## src/sv/gdn_pkg.sv

```systemverilog
`timescale 1ns / 1ps
`default_nettype none
package gdn_pkg;
    localparam int FIRST_YEAR_C = 1601;
    localparam int LAST_YEAR_C  = 9999;
    localparam int SERIAL_W     = 22;
    // holds the offset sum and the top serial number up to LAST_YEAR 65535
    localparam int SUM_W        = 25;

    // Front-end classification handed to the back end.
    typedef enum logic [1:0] {
        OP_ERROR = 2'd0,
        OP_DATE  = 2'd1,
        OP_SERIAL = 2'd2
    } op_t;

    typedef struct packed {
        op_t              op;
        logic [SUM_W-1:0] serial;   // func 1: checked sum
        logic [4:0]       day;
        logic [3:0]       month;
        logic [15:0]      yidx;     // year - FIRST_YEAR
    } job_t;

    typedef enum logic [2:0] {
        ST_IDLE  = 3'd0,
        ST_YBASE = 3'd1,
        ST_YFIX  = 3'd2,
        ST_MON   = 3'd3,
        ST_WDAY  = 3'd4,
        ST_DONE  = 3'd5
    } be_state_t;

    function automatic logic [8:0] cum_days(input logic [3:0] m, input logic leap);
        logic [8:0] v;
        unique case (m)
            4'd0:  v = 9'd0;
            4'd1:  v = 9'd31;
            4'd2:  v = 9'd59;
            4'd3:  v = 9'd90;
            4'd4:  v = 9'd120;
            4'd5:  v = 9'd151;
            4'd6:  v = 9'd181;
            4'd7:  v = 9'd212;
            4'd8:  v = 9'd243;
            4'd9:  v = 9'd273;
            4'd10: v = 9'd304;
            4'd11: v = 9'd334;
            default: v = 9'd365;
        endcase
        if (leap && m >= 4'd2)
            v = v + 9'd1;
        return v;
    endfunction

    // v / 100 as (v / 4) * 5243 >> 17, exact over the whole 16-bit range
    function automatic logic [15:0] div100(input logic [15:0] v);
        logic [29:0] p;
        p = 30'(v[15:2]) * 30'd5243;
        return 16'(p >> 17);
    endfunction

    // century years are leap only when the century count is a multiple of 4
    function automatic logic is_leap(input logic [15:0] y);
        logic [15:0] q;
        q = div100(y);
        return (y[1:0] == 2'b00) &&
               ((24'(q) * 24'd100 != 24'(y)) || (q[1:0] == 2'b00));
    endfunction
endpackage
`default_nettype wire

```

## src/sv/gdn_front.sv

```systemverilog
`timescale 1ns / 1ps
`default_nettype none
module gdn_front
    import gdn_pkg::*;
#(
    parameter int LAST_YEAR = LAST_YEAR_C
)(
    input  wire logic                clk,
    input  wire logic                rst_n,
    input  wire logic                in_valid,
    output logic                     in_ready,
    input  wire logic                func,
    input  wire logic [4:0]          in_day,
    input  wire logic [3:0]          in_month,
    input  wire logic [13:0]         in_year,
    input  wire logic [21:0]         in_serial,
    input  wire logic signed [22:0]  day_offset,
    input  wire logic [SUM_W-1:0]    max_serial,
    output logic                     q_valid,
    input  wire logic                q_ready,
    output job_t                     q_job
);
    // two-entry queue
    job_t       mem_reg [2];
    logic       wp_reg, rp_reg;
    logic [1:0] cnt_reg;
    job_t       job;
    logic       leap;
    logic [5:0] mlen;
    logic signed [SUM_W:0] sum;
    logic       push, pop;

    always_comb
    begin
        job = '0;
        leap = is_leap(16'(in_year));
        mlen = 6'(cum_days(in_month, leap) - cum_days(in_month - 4'd1, leap));
        sum = $signed({{(SUM_W-21){1'b0}}, in_serial}) +
              $signed({{(SUM_W-22){day_offset[22]}}, day_offset});
        job.day   = in_day;
        job.month = in_month;
        job.yidx  = 16'(32'(in_year) - FIRST_YEAR_C);
        if (func == 1'b0)
        begin
            if (32'(in_year) < FIRST_YEAR_C || 32'(in_year) > LAST_YEAR ||
                in_month == 4'd0 || in_month > 4'd12 ||
                in_day == 5'd0 || 6'(in_day) > mlen)
                job.op = OP_ERROR;
            else
                job.op = OP_DATE;
        end
        else
        begin
            job.serial = SUM_W'(sum);
            if (sum < 1 || sum > $signed({1'b0, max_serial}))
                job.op = OP_ERROR;
            else
                job.op = OP_SERIAL;
        end
    end

    assign in_ready = (cnt_reg != 2'd2);
    assign q_valid  = (cnt_reg != 2'd0);
    assign q_job    = mem_reg[rp_reg];
    assign push     = in_valid && in_ready;
    assign pop      = q_valid && q_ready;

    always_ff @(posedge clk)
    begin
        if (push)
            mem_reg[wp_reg] <= job;
    end

    always_ff @(posedge clk or negedge rst_n)
    begin
        if (!rst_n)
        begin
            wp_reg  <= 1'b0;
            rp_reg  <= 1'b0;
            cnt_reg <= 2'd0;
        end
        else
        begin
            if (push) wp_reg <= ~wp_reg;
            if (pop)  rp_reg <= ~rp_reg;
            cnt_reg <= cnt_reg + 2'(push) - 2'(pop);
        end
    end

    a_cnt_le2: assert property (@(posedge clk) disable iff (!rst_n) cnt_reg <= 2'd2)
        else $error("queue overflow");
    a_no_pop_empty: assert property (@(posedge clk) disable iff (!rst_n)
        cnt_reg == 2'd0 |-> !pop) else $error("pop while empty");
    a_cnt_step: assert property (@(posedge clk) disable iff (!rst_n)
        push && !pop |=> cnt_reg == $past(cnt_reg) + 2'd1) else $error("count slip");
endmodule
`default_nettype wire

```

## src/sv/gdn_back.sv

```systemverilog
`timescale 1ns / 1ps
`default_nettype none
module gdn_back
    import gdn_pkg::*;
(
    input  wire logic                clk,
    input  wire logic                rst_n,
    input  wire logic                q_valid,
    output logic                     q_ready,
    input  wire job_t                q_job,
    output logic                     out_valid,
    input  wire logic                out_ready,
    output logic [21:0]              out_serial,
    output logic [4:0]               out_day,
    output logic [3:0]               out_month,
    output logic [13:0]              out_year,
    output logic [2:0]               weekday,
    output logic                     error
);
    be_state_t        st_reg, st_next;
    job_t             job_reg;
    logic [15:0]      n_reg;
    logic [SUM_W-1:0] base_reg, r_reg, wrem_reg;
    logic [3:0]       m_reg;
    logic [21:0]      o_serial_reg;
    logic [4:0]       o_day_reg;
    logic [3:0]       o_month_reg;
    logic [13:0]      o_year_reg;
    logic [2:0]       o_wday_reg;
    logic             o_err_reg;

    logic [SUM_W-1:0] dbase;
    logic [15:0]      yr;
    logic             leap;
    logic [SUM_W-1:0] doy;

    // days in n whole years: n*365 + n/4 - n/100 + n/400
    function automatic logic [SUM_W-1:0] days_in(input logic [15:0] n);
        logic [15:0] c;
        c = div100(n);
        return SUM_W'(32'(n) * 32'd365 + 32'(n >> 2) - 32'(c) + 32'(c >> 2));
    endfunction

    // year count estimate, never below v / 365 and at most one above
    function automatic logic [15:0] est365(input logic [SUM_W-1:0] v);
        logic [47:0] p;
        p = 48'(v) * 48'd45966;
        return 16'(p >> 24);
    endfunction

    // 8 = 1 mod 7: summing the octal digits keeps the residue
    function automatic logic [SUM_W-1:0] oct_sum(input logic [SUM_W-1:0] v);
        logic [26:0]      w;
        logic [SUM_W-1:0] s;
        w = 27'(v);
        s = '0;
        for (int i = 0; i < 9; i++)
            s = s + SUM_W'(w[3*i +: 3]);
        return s;
    endfunction

    always_comb
    begin
        dbase = days_in(n_reg);
        yr    = n_reg + 16'(FIRST_YEAR_C);
        leap  = is_leap(yr);
        doy   = r_reg - base_reg;
    end

    always_ff @(posedge clk or negedge rst_n)
    begin
        if (!rst_n)
            st_reg <= ST_IDLE;
        else
            st_reg <= st_next;
    end

    always_comb
    begin
        st_next = st_reg;
        q_ready = 1'b0;
        unique case (st_reg)
            ST_IDLE:
            begin
                q_ready = 1'b1;
                if (q_valid)
                    st_next = (q_job.op == OP_ERROR) ? ST_DONE : ST_YBASE;
            end
            ST_YBASE: st_next = (job_reg.op == OP_DATE) ? ST_WDAY : ST_YFIX;
            ST_YFIX:
                if (!(base_reg >= r_reg && n_reg != 0))
                    st_next = ST_MON;
            ST_MON:
                if (!(m_reg < 4'd12 && doy > SUM_W'(cum_days(m_reg, leap))))
                    st_next = ST_WDAY;
            ST_WDAY:
                if (wrem_reg < SUM_W'(7))
                    st_next = ST_DONE;
            ST_DONE:
                if (out_ready)
                    st_next = ST_IDLE;
            default: st_next = ST_IDLE;
        endcase
    end

    always_ff @(posedge clk)
    begin
        unique case (st_reg)
            ST_IDLE:
                if (q_valid)
                begin
                    job_reg   <= q_job;
                    r_reg     <= q_job.serial;
                    n_reg     <= (q_job.op == OP_DATE) ? q_job.yidx
                                 : est365(q_job.serial);
                    m_reg     <= 4'd1;
                    o_err_reg <= (q_job.op == OP_ERROR);
                end
            ST_YBASE:
            begin
                base_reg <= dbase;
                if (job_reg.op == OP_DATE)
                begin
                    r_reg       <= dbase + SUM_W'(cum_days(job_reg.month - 4'd1, leap))
                                   + SUM_W'(job_reg.day);
                    wrem_reg    <= dbase + SUM_W'(cum_days(job_reg.month - 4'd1, leap))
                                   + SUM_W'(job_reg.day) - SUM_W'(1);
                    o_day_reg   <= job_reg.day;
                    o_month_reg <= job_reg.month;
                    o_year_reg  <= 14'(yr);
                end
            end
            ST_YFIX:
                if (base_reg >= r_reg && n_reg != 0)
                begin
                    n_reg    <= n_reg - 16'd1;
                    base_reg <= days_in(n_reg - 16'd1);
                end
            ST_MON:
                if (m_reg < 4'd12 && doy > SUM_W'(cum_days(m_reg, leap)))
                    m_reg <= m_reg + 4'd1;
                else
                begin
                    o_day_reg   <= 5'(doy - SUM_W'(cum_days(m_reg - 4'd1, leap)));
                    o_month_reg <= m_reg;
                    o_year_reg  <= 14'(yr);
                    wrem_reg    <= r_reg - SUM_W'(1);
                end
            ST_WDAY:
                // fold octal digits until the residue is below 7
                if (wrem_reg >= SUM_W'(8))
                    wrem_reg <= oct_sum(wrem_reg);
                else if (wrem_reg == SUM_W'(7))
                    wrem_reg <= '0;
            default: ;
        endcase
        if (st_reg == ST_WDAY)
        begin
            o_serial_reg <= 22'(r_reg);
            o_wday_reg   <= 3'(wrem_reg);
        end
    end

    assign out_valid  = (st_reg == ST_DONE);
    assign out_serial = o_err_reg ? '0 : o_serial_reg;
    assign out_day    = o_err_reg ? '0 : o_day_reg;
    assign out_month  = o_err_reg ? '0 : o_month_reg;
    assign out_year   = o_err_reg ? '0 : o_year_reg;
    assign weekday    = o_err_reg ? '0 : o_wday_reg;
    assign error      = o_err_reg;

    a_mon: assert property (@(posedge clk) disable iff (!rst_n)
        st_reg == ST_MON |-> m_reg >= 4'd1 && m_reg <= 4'd12) else $error("month range");
    a_hold: assert property (@(posedge clk) disable iff (!rst_n)
        out_valid && !out_ready |=> out_valid) else $error("result dropped");
    a_take: assert property (@(posedge clk) disable iff (!rst_n)
        q_ready |-> st_reg == ST_IDLE) else $error("took job while busy");
endmodule
`default_nettype wire

```

## src/sv/gregorian_day_number_convert.sv

```systemverilog
`timescale 1ns / 1ps
`default_nettype none
// channel | signals                                        | dir
// in      | in_valid/in_ready, func, in_day..day_offset    | sink
// out     | out_valid/out_ready, out_serial..error         | source
// Front end checks the date or the offset sum combinationally and queues the job
// (two entries). The back end runs one job at a time: for a date (base,
// weekday folds, result) and for a serial number (reciprocal year estimate,
// year step-downs, month steps, weekday folds). Errors go straight to the
// result. Reset clears the queue and sequencer. The queue lets input
// transfers continue while a result waits.
module gregorian_day_number_convert
    import gdn_pkg::*;
#(
    parameter int LAST_YEAR = LAST_YEAR_C
)(
    input  wire logic               clk,
    input  wire logic               rst_n,
    input  wire logic               in_valid,
    output logic                    in_ready,
    input  wire logic               func,
    input  wire logic [4:0]         in_day,
    input  wire logic [3:0]         in_month,
    input  wire logic [13:0]        in_year,
    input  wire logic [21:0]        in_serial,
    input  wire logic signed [22:0] day_offset,
    output logic                    out_valid,
    input  wire logic               out_ready,
    output logic [21:0]             out_serial,
    output logic [4:0]              out_day,
    output logic [3:0]              out_month,
    output logic [13:0]             out_year,
    output logic [2:0]              weekday,
    output logic                    error
);
    localparam int NY = LAST_YEAR - FIRST_YEAR_C + 1;
    localparam logic [SUM_W-1:0] MAX_SERIAL =
        SUM_W'(NY * 365 + NY / 4 - NY / 100 + NY / 400);

    logic q_valid, q_ready;
    job_t q_job;

    gdn_front #(.LAST_YEAR(LAST_YEAR)) u_front (
        .clk, .rst_n, .in_valid, .in_ready, .func, .in_day, .in_month, .in_year,
        .in_serial, .day_offset, .max_serial(MAX_SERIAL),
        .q_valid, .q_ready, .q_job
    );

    gdn_back u_back (
        .clk, .rst_n, .q_valid, .q_ready, .q_job, .out_valid, .out_ready,
        .out_serial, .out_day, .out_month, .out_year, .weekday, .error
    );
endmodule
`default_nettype wire
```

## config.mk

```make
export PLATFORM = sky130hd
export DESIGN_NAME = gregorian_day_number_convert
export DESIGN_NICKNAME = d
export VERILOG_FILES = /design/src/sv/gdn_pkg.sv /design/src/sv/gdn_front.sv /design/src/sv/gdn_back.sv /design/src/sv/gregorian_day_number_convert.sv
export SDC_FILE = /design/constraint.sdc
export NUM_CORES = 2
export LEC_CHECK = 0
export BUFFER_PORTS_ARGS = -buffer_cell sky130_fd_sc_hd__buf_2
export CORE_AREA = 8 8 341 260
export DETAILED_ROUTE_END_ITERATION = 7
export DIE_AREA = 0 0 349 268
export PLACE_DENSITY_LB_ADDON = 0.2
export SETUP_SLACK_MARGIN = 0.3
export SLEW_MARGIN = 20
export SYNTH_ARGS = -nofsm -noshare
export SYNTH_HDL_FRONTEND = slang
export SYNTH_HIERARCHICAL = 1
export SYNTH_SLANG_ARGS = --single-unit
```

## constraint.sdc

```tcl
create_clock -name clk -period 14.1 [get_ports clk]
set_input_delay 4.23 -clock clk [delete_from_list [all_inputs] [get_ports clk]]
set_output_delay 4.23 -clock clk [all_outputs]
set_load 0.03 [all_outputs]
```

==> impl_metrics.csv <==
group,metric,value,unit
outcome,status,"finished, final reports clean",
placement,finalWeightedCongestion,0.961,
floorplan,die_area,93500,um^2
hold_path,hp-class,"register to register",
floorplan,coreArea,83200,um^2
cts,cts_tree,"yes",
timing,skew,0.0273,ns
routing,drc,0,
setup_path,r2r_slack,0.74,ns
timing,hold_viol_final,0,
floorplan,row_count,92,
timing,maxSlewHeadroom,19.7,%
timing,holdWs,0.496,ns
setup_path,slowest_delay,0.60,ns
setup_path,r2r.worst_path.cells,55,
routing,wire_per_inst,19.8,um
flow_run,maxCapViolations,0,
yosys,synth-seq-cells,271,
cells_and_area,final_cells,6513,
floorplan,initial_core_util,59.6,%
routing,viasPerCell,5.62,
setup_path,crit_buf_inv,6,
timing,setup_tns,0,ns
cells_and_area,fillers,6822,
grt,grt_pass1_vias,37100,
yosys,synthCells,5043,
timing,rsz0062_at_grt,"no",
cells_and_area,drive_above_1_share,10.4,%
setup_path,critPathKind,"primary input to register",
routing,drtIter0Drc,2794,
cts,cts_hold_buf,0,
yosys,ys_warn_count,6,
yosys,syn_avg_cell_area,9.83,um^2
floorplan,die_height,268,um
setup_path,critPathCapture,"u_front/mem_reg[1][50]$_DFFE_PP_",
cts,cts_sinks,271,
setup_path,startpoint,"in_year[5]",
timing,fmax,0.0747,GHz
routing,routed_wl,129000,um
yosys,synth_edf_count,255,
cells_and_area,finalNetCount,6985,
yosys,syn_area,49600,um^2
routing,drtAntennaViolNets,0,
setup_path,cpMaxStageDelayCell,"fa_1",
cells_and_area,area_delta_synth_final,10.0,%
setup_path,cpMostUsedCell,"fa_1",
floorplan,num_io_pins,124,
cells_and_area,largest_register_ffs,100,
setup_path,critPathMaxFanout,4,
setup_path,worstSetupEndpointType,"register",
yosys,synth-async-reset-ratio,2.58,%
floorplan,die_x,349,um
cells_and_area,fin_util,65.5,%
timing,slew_viol_final,0,
routing,drtPass1Iterations,5,
cts,clockBufferDepth,3,
yosys,ys_seq_area_share,16.2,%
setup_path,r2r_start,"u_back/n_reg[2]$_DFFE_PP_",
grt,antenna_found_initial,3,
grt,grt_max_degree,50,
cts,clk_pin_slew,0.06,ns
cts,htreeDepth,2,
setup_path,crit_cells,40,
timing,setup_viol,0,
routing,vias,36600,
cts,cts_root_buf,"clkbuf_16",
grt,grt_pass1_wl,205000,um
timing,period_minus_slack,13.39,ns
setup_path,r2r_end,"u_back/wrem_reg[21]$_DFFE_PP_",
setup_path,cp.arrival,13.78,ns
setup_path,required,14.49,ns
cts,numCtsBuffers,34,
grt,gr-total-overflow,0,
cts,clk_latency,0.56,ns
placement,dpl.cell_count,6429,
setup_path,crit_family,"adder cells",
setup_path,worst_setup_path_start_kind,"primary input",
placement,port_buffers,123,
placement,dp_hpwl,110000,um
timing,worstMarginPinSlew,1.19,ns
yosys,ys.flop_type,"edfxtp_1",
yosys,synthDistinctLibCells,112,
grt,track_usage,27.6,%
timing,fin_crit_sh,95.0,%
cells in the mapped netlist (17+ instances only):
cell type	count	share of area, %
xor2_1	101	1.8
o21ai_0	183	1.8
a31oi_1	19	0.24
inv_1	1078	8.2
and2_1	42	0.53
edfxtp_1	255	15
clkbuf_1	53	0.40
mux2_2	56	1.3
ha_1	981	25
and3_1	22	0.28
o21a_1	43	0.65
xnor2_1	209	3.7
nand3_1	82	0.83
nor3_1	68	0.69
o211ai_1	21	0.32
a21o_1	90	1.4
nand4_1	41	0.52
nor2_1	188	1.4
o21bai_1	22	0.33
a21oi_1	164	1.7
fa_1	573	23
a211oi_1	33	0.50
nor2b_1	76	0.96
o31ai_1	17	0.26
nand2_1	228	1.7
o22ai_1	19	0.24
nand2b_1	36	0.45
mux2i_1	17	0.34
how the worst min path moves through the flow:
stage / endpoint / cells after the start / from
5_1_grt: u_front/cnt_reg[1]$_DFF_PN0_ / 1 / u_front/cnt_reg[1]$_DFF_PN0_
2_1_floorplan: u_front/cnt_reg[1]$_DFF_PN0_ / 1 / u_front/cnt_reg[1]$_DFF_PN0_
3_3_place_gp: u_front/cnt_reg[1]$_DFF_PN0_ / 1 / u_front/cnt_reg[1]$_DFF_PN0_
4_1_cts: u_front/cnt_reg[1]$_DFF_PN0_ / 1 / u_front/cnt_reg[1]$_DFF_PN0_
3_5_place_dp: u_front/cnt_reg[1]$_DFF_PN0_ / 1 / u_front/cnt_reg[1]$_DFF_PN0_
6_report: u_front/cnt_reg[1]$_DFF_PN0_ / 1 / u_front/cnt_reg[1]$_DFF_PN0_
logic make-up after synthesis:
family	Yosys count	synth area share, %
compound gates	774	10.4
other cells	2	0.0151
flops	271	16.2
simple gates	886	8.98
fa+ha+maj	1556	47.9
mux	77	1.75
buf+inv	1154	8.80
xor+xnor	323	5.96
cells in the final DEF (no fill, tap or decap), drive strengths merged, types with 69 or more instances in the layout:
cell and instances:
edfxtp 255, buf 329, nand3 83, inv 1082, a21o 90, a21oi 167, nor2 189, ha 981
fa 573, nor3 69, nand2 229, o21ai 198, xor2 101, nor2b 77, xnor2 219
cell type report:
type                    instances  area (um^2)  area share [%]
well taps                    1128         1410            2.59
multi-input cells            3641        37700            69.1
diodes                          1         2.50         0.00459
clock inverters                19          270           0.496
flip-flops and latches        271         8010            14.7
inverters                    1081         4070            7.45
clock buffers                  43          906            1.66
repair buffers                329         2200            4.04
worst register-to-register path, delay by kind of cell, from the launching register on:
family / cells / cell delay (ns)
buffers and inverters: 8 / 0.74
DFF: 1 / 0.47
AOI/OAI and AO/OA: 20 / 4.48
muxes: 2 / 0.59
and+or+nand+nor: 8 / 0.97
xor gates and xnor gates: 4 / 0.81
adders and majority gates: 13 / 5.08
metal layers:
layer / track usage (%) / vias to the layer above / wire length [um]
met5: 0 / - / 27
li1: - / 17500 / -
met4: 5.26 / 4 / 2490
met3: 6.20 / 166 / 12000
met2: 41.4 / 1231 / 54100
met1: 41.0 / 17700 / 60200
per-stage QoR:
step | worst slack [ns] | area (um^2)
2_1_floorplan | 0.333 | 49700
3_3_place_gp | -0.0550 | 52800
3_5_place_dp | -0.278 | 52800
4_1_cts | 0.300 | 54000
5_1_grt | 0.239 | 54500
6_report | 0.708 | 54500
timing repair:
item,CTS,global route
gates cloned,0,1
pin swaps,1,30
endpoints found under the setup margin,1,94
gates resized for setup,0,84
buffers inserted,2,18
Power is left out: the tool's default activity adds up to more than one toggle a clock period on the data nets, which glitch-free logic cannot reach.
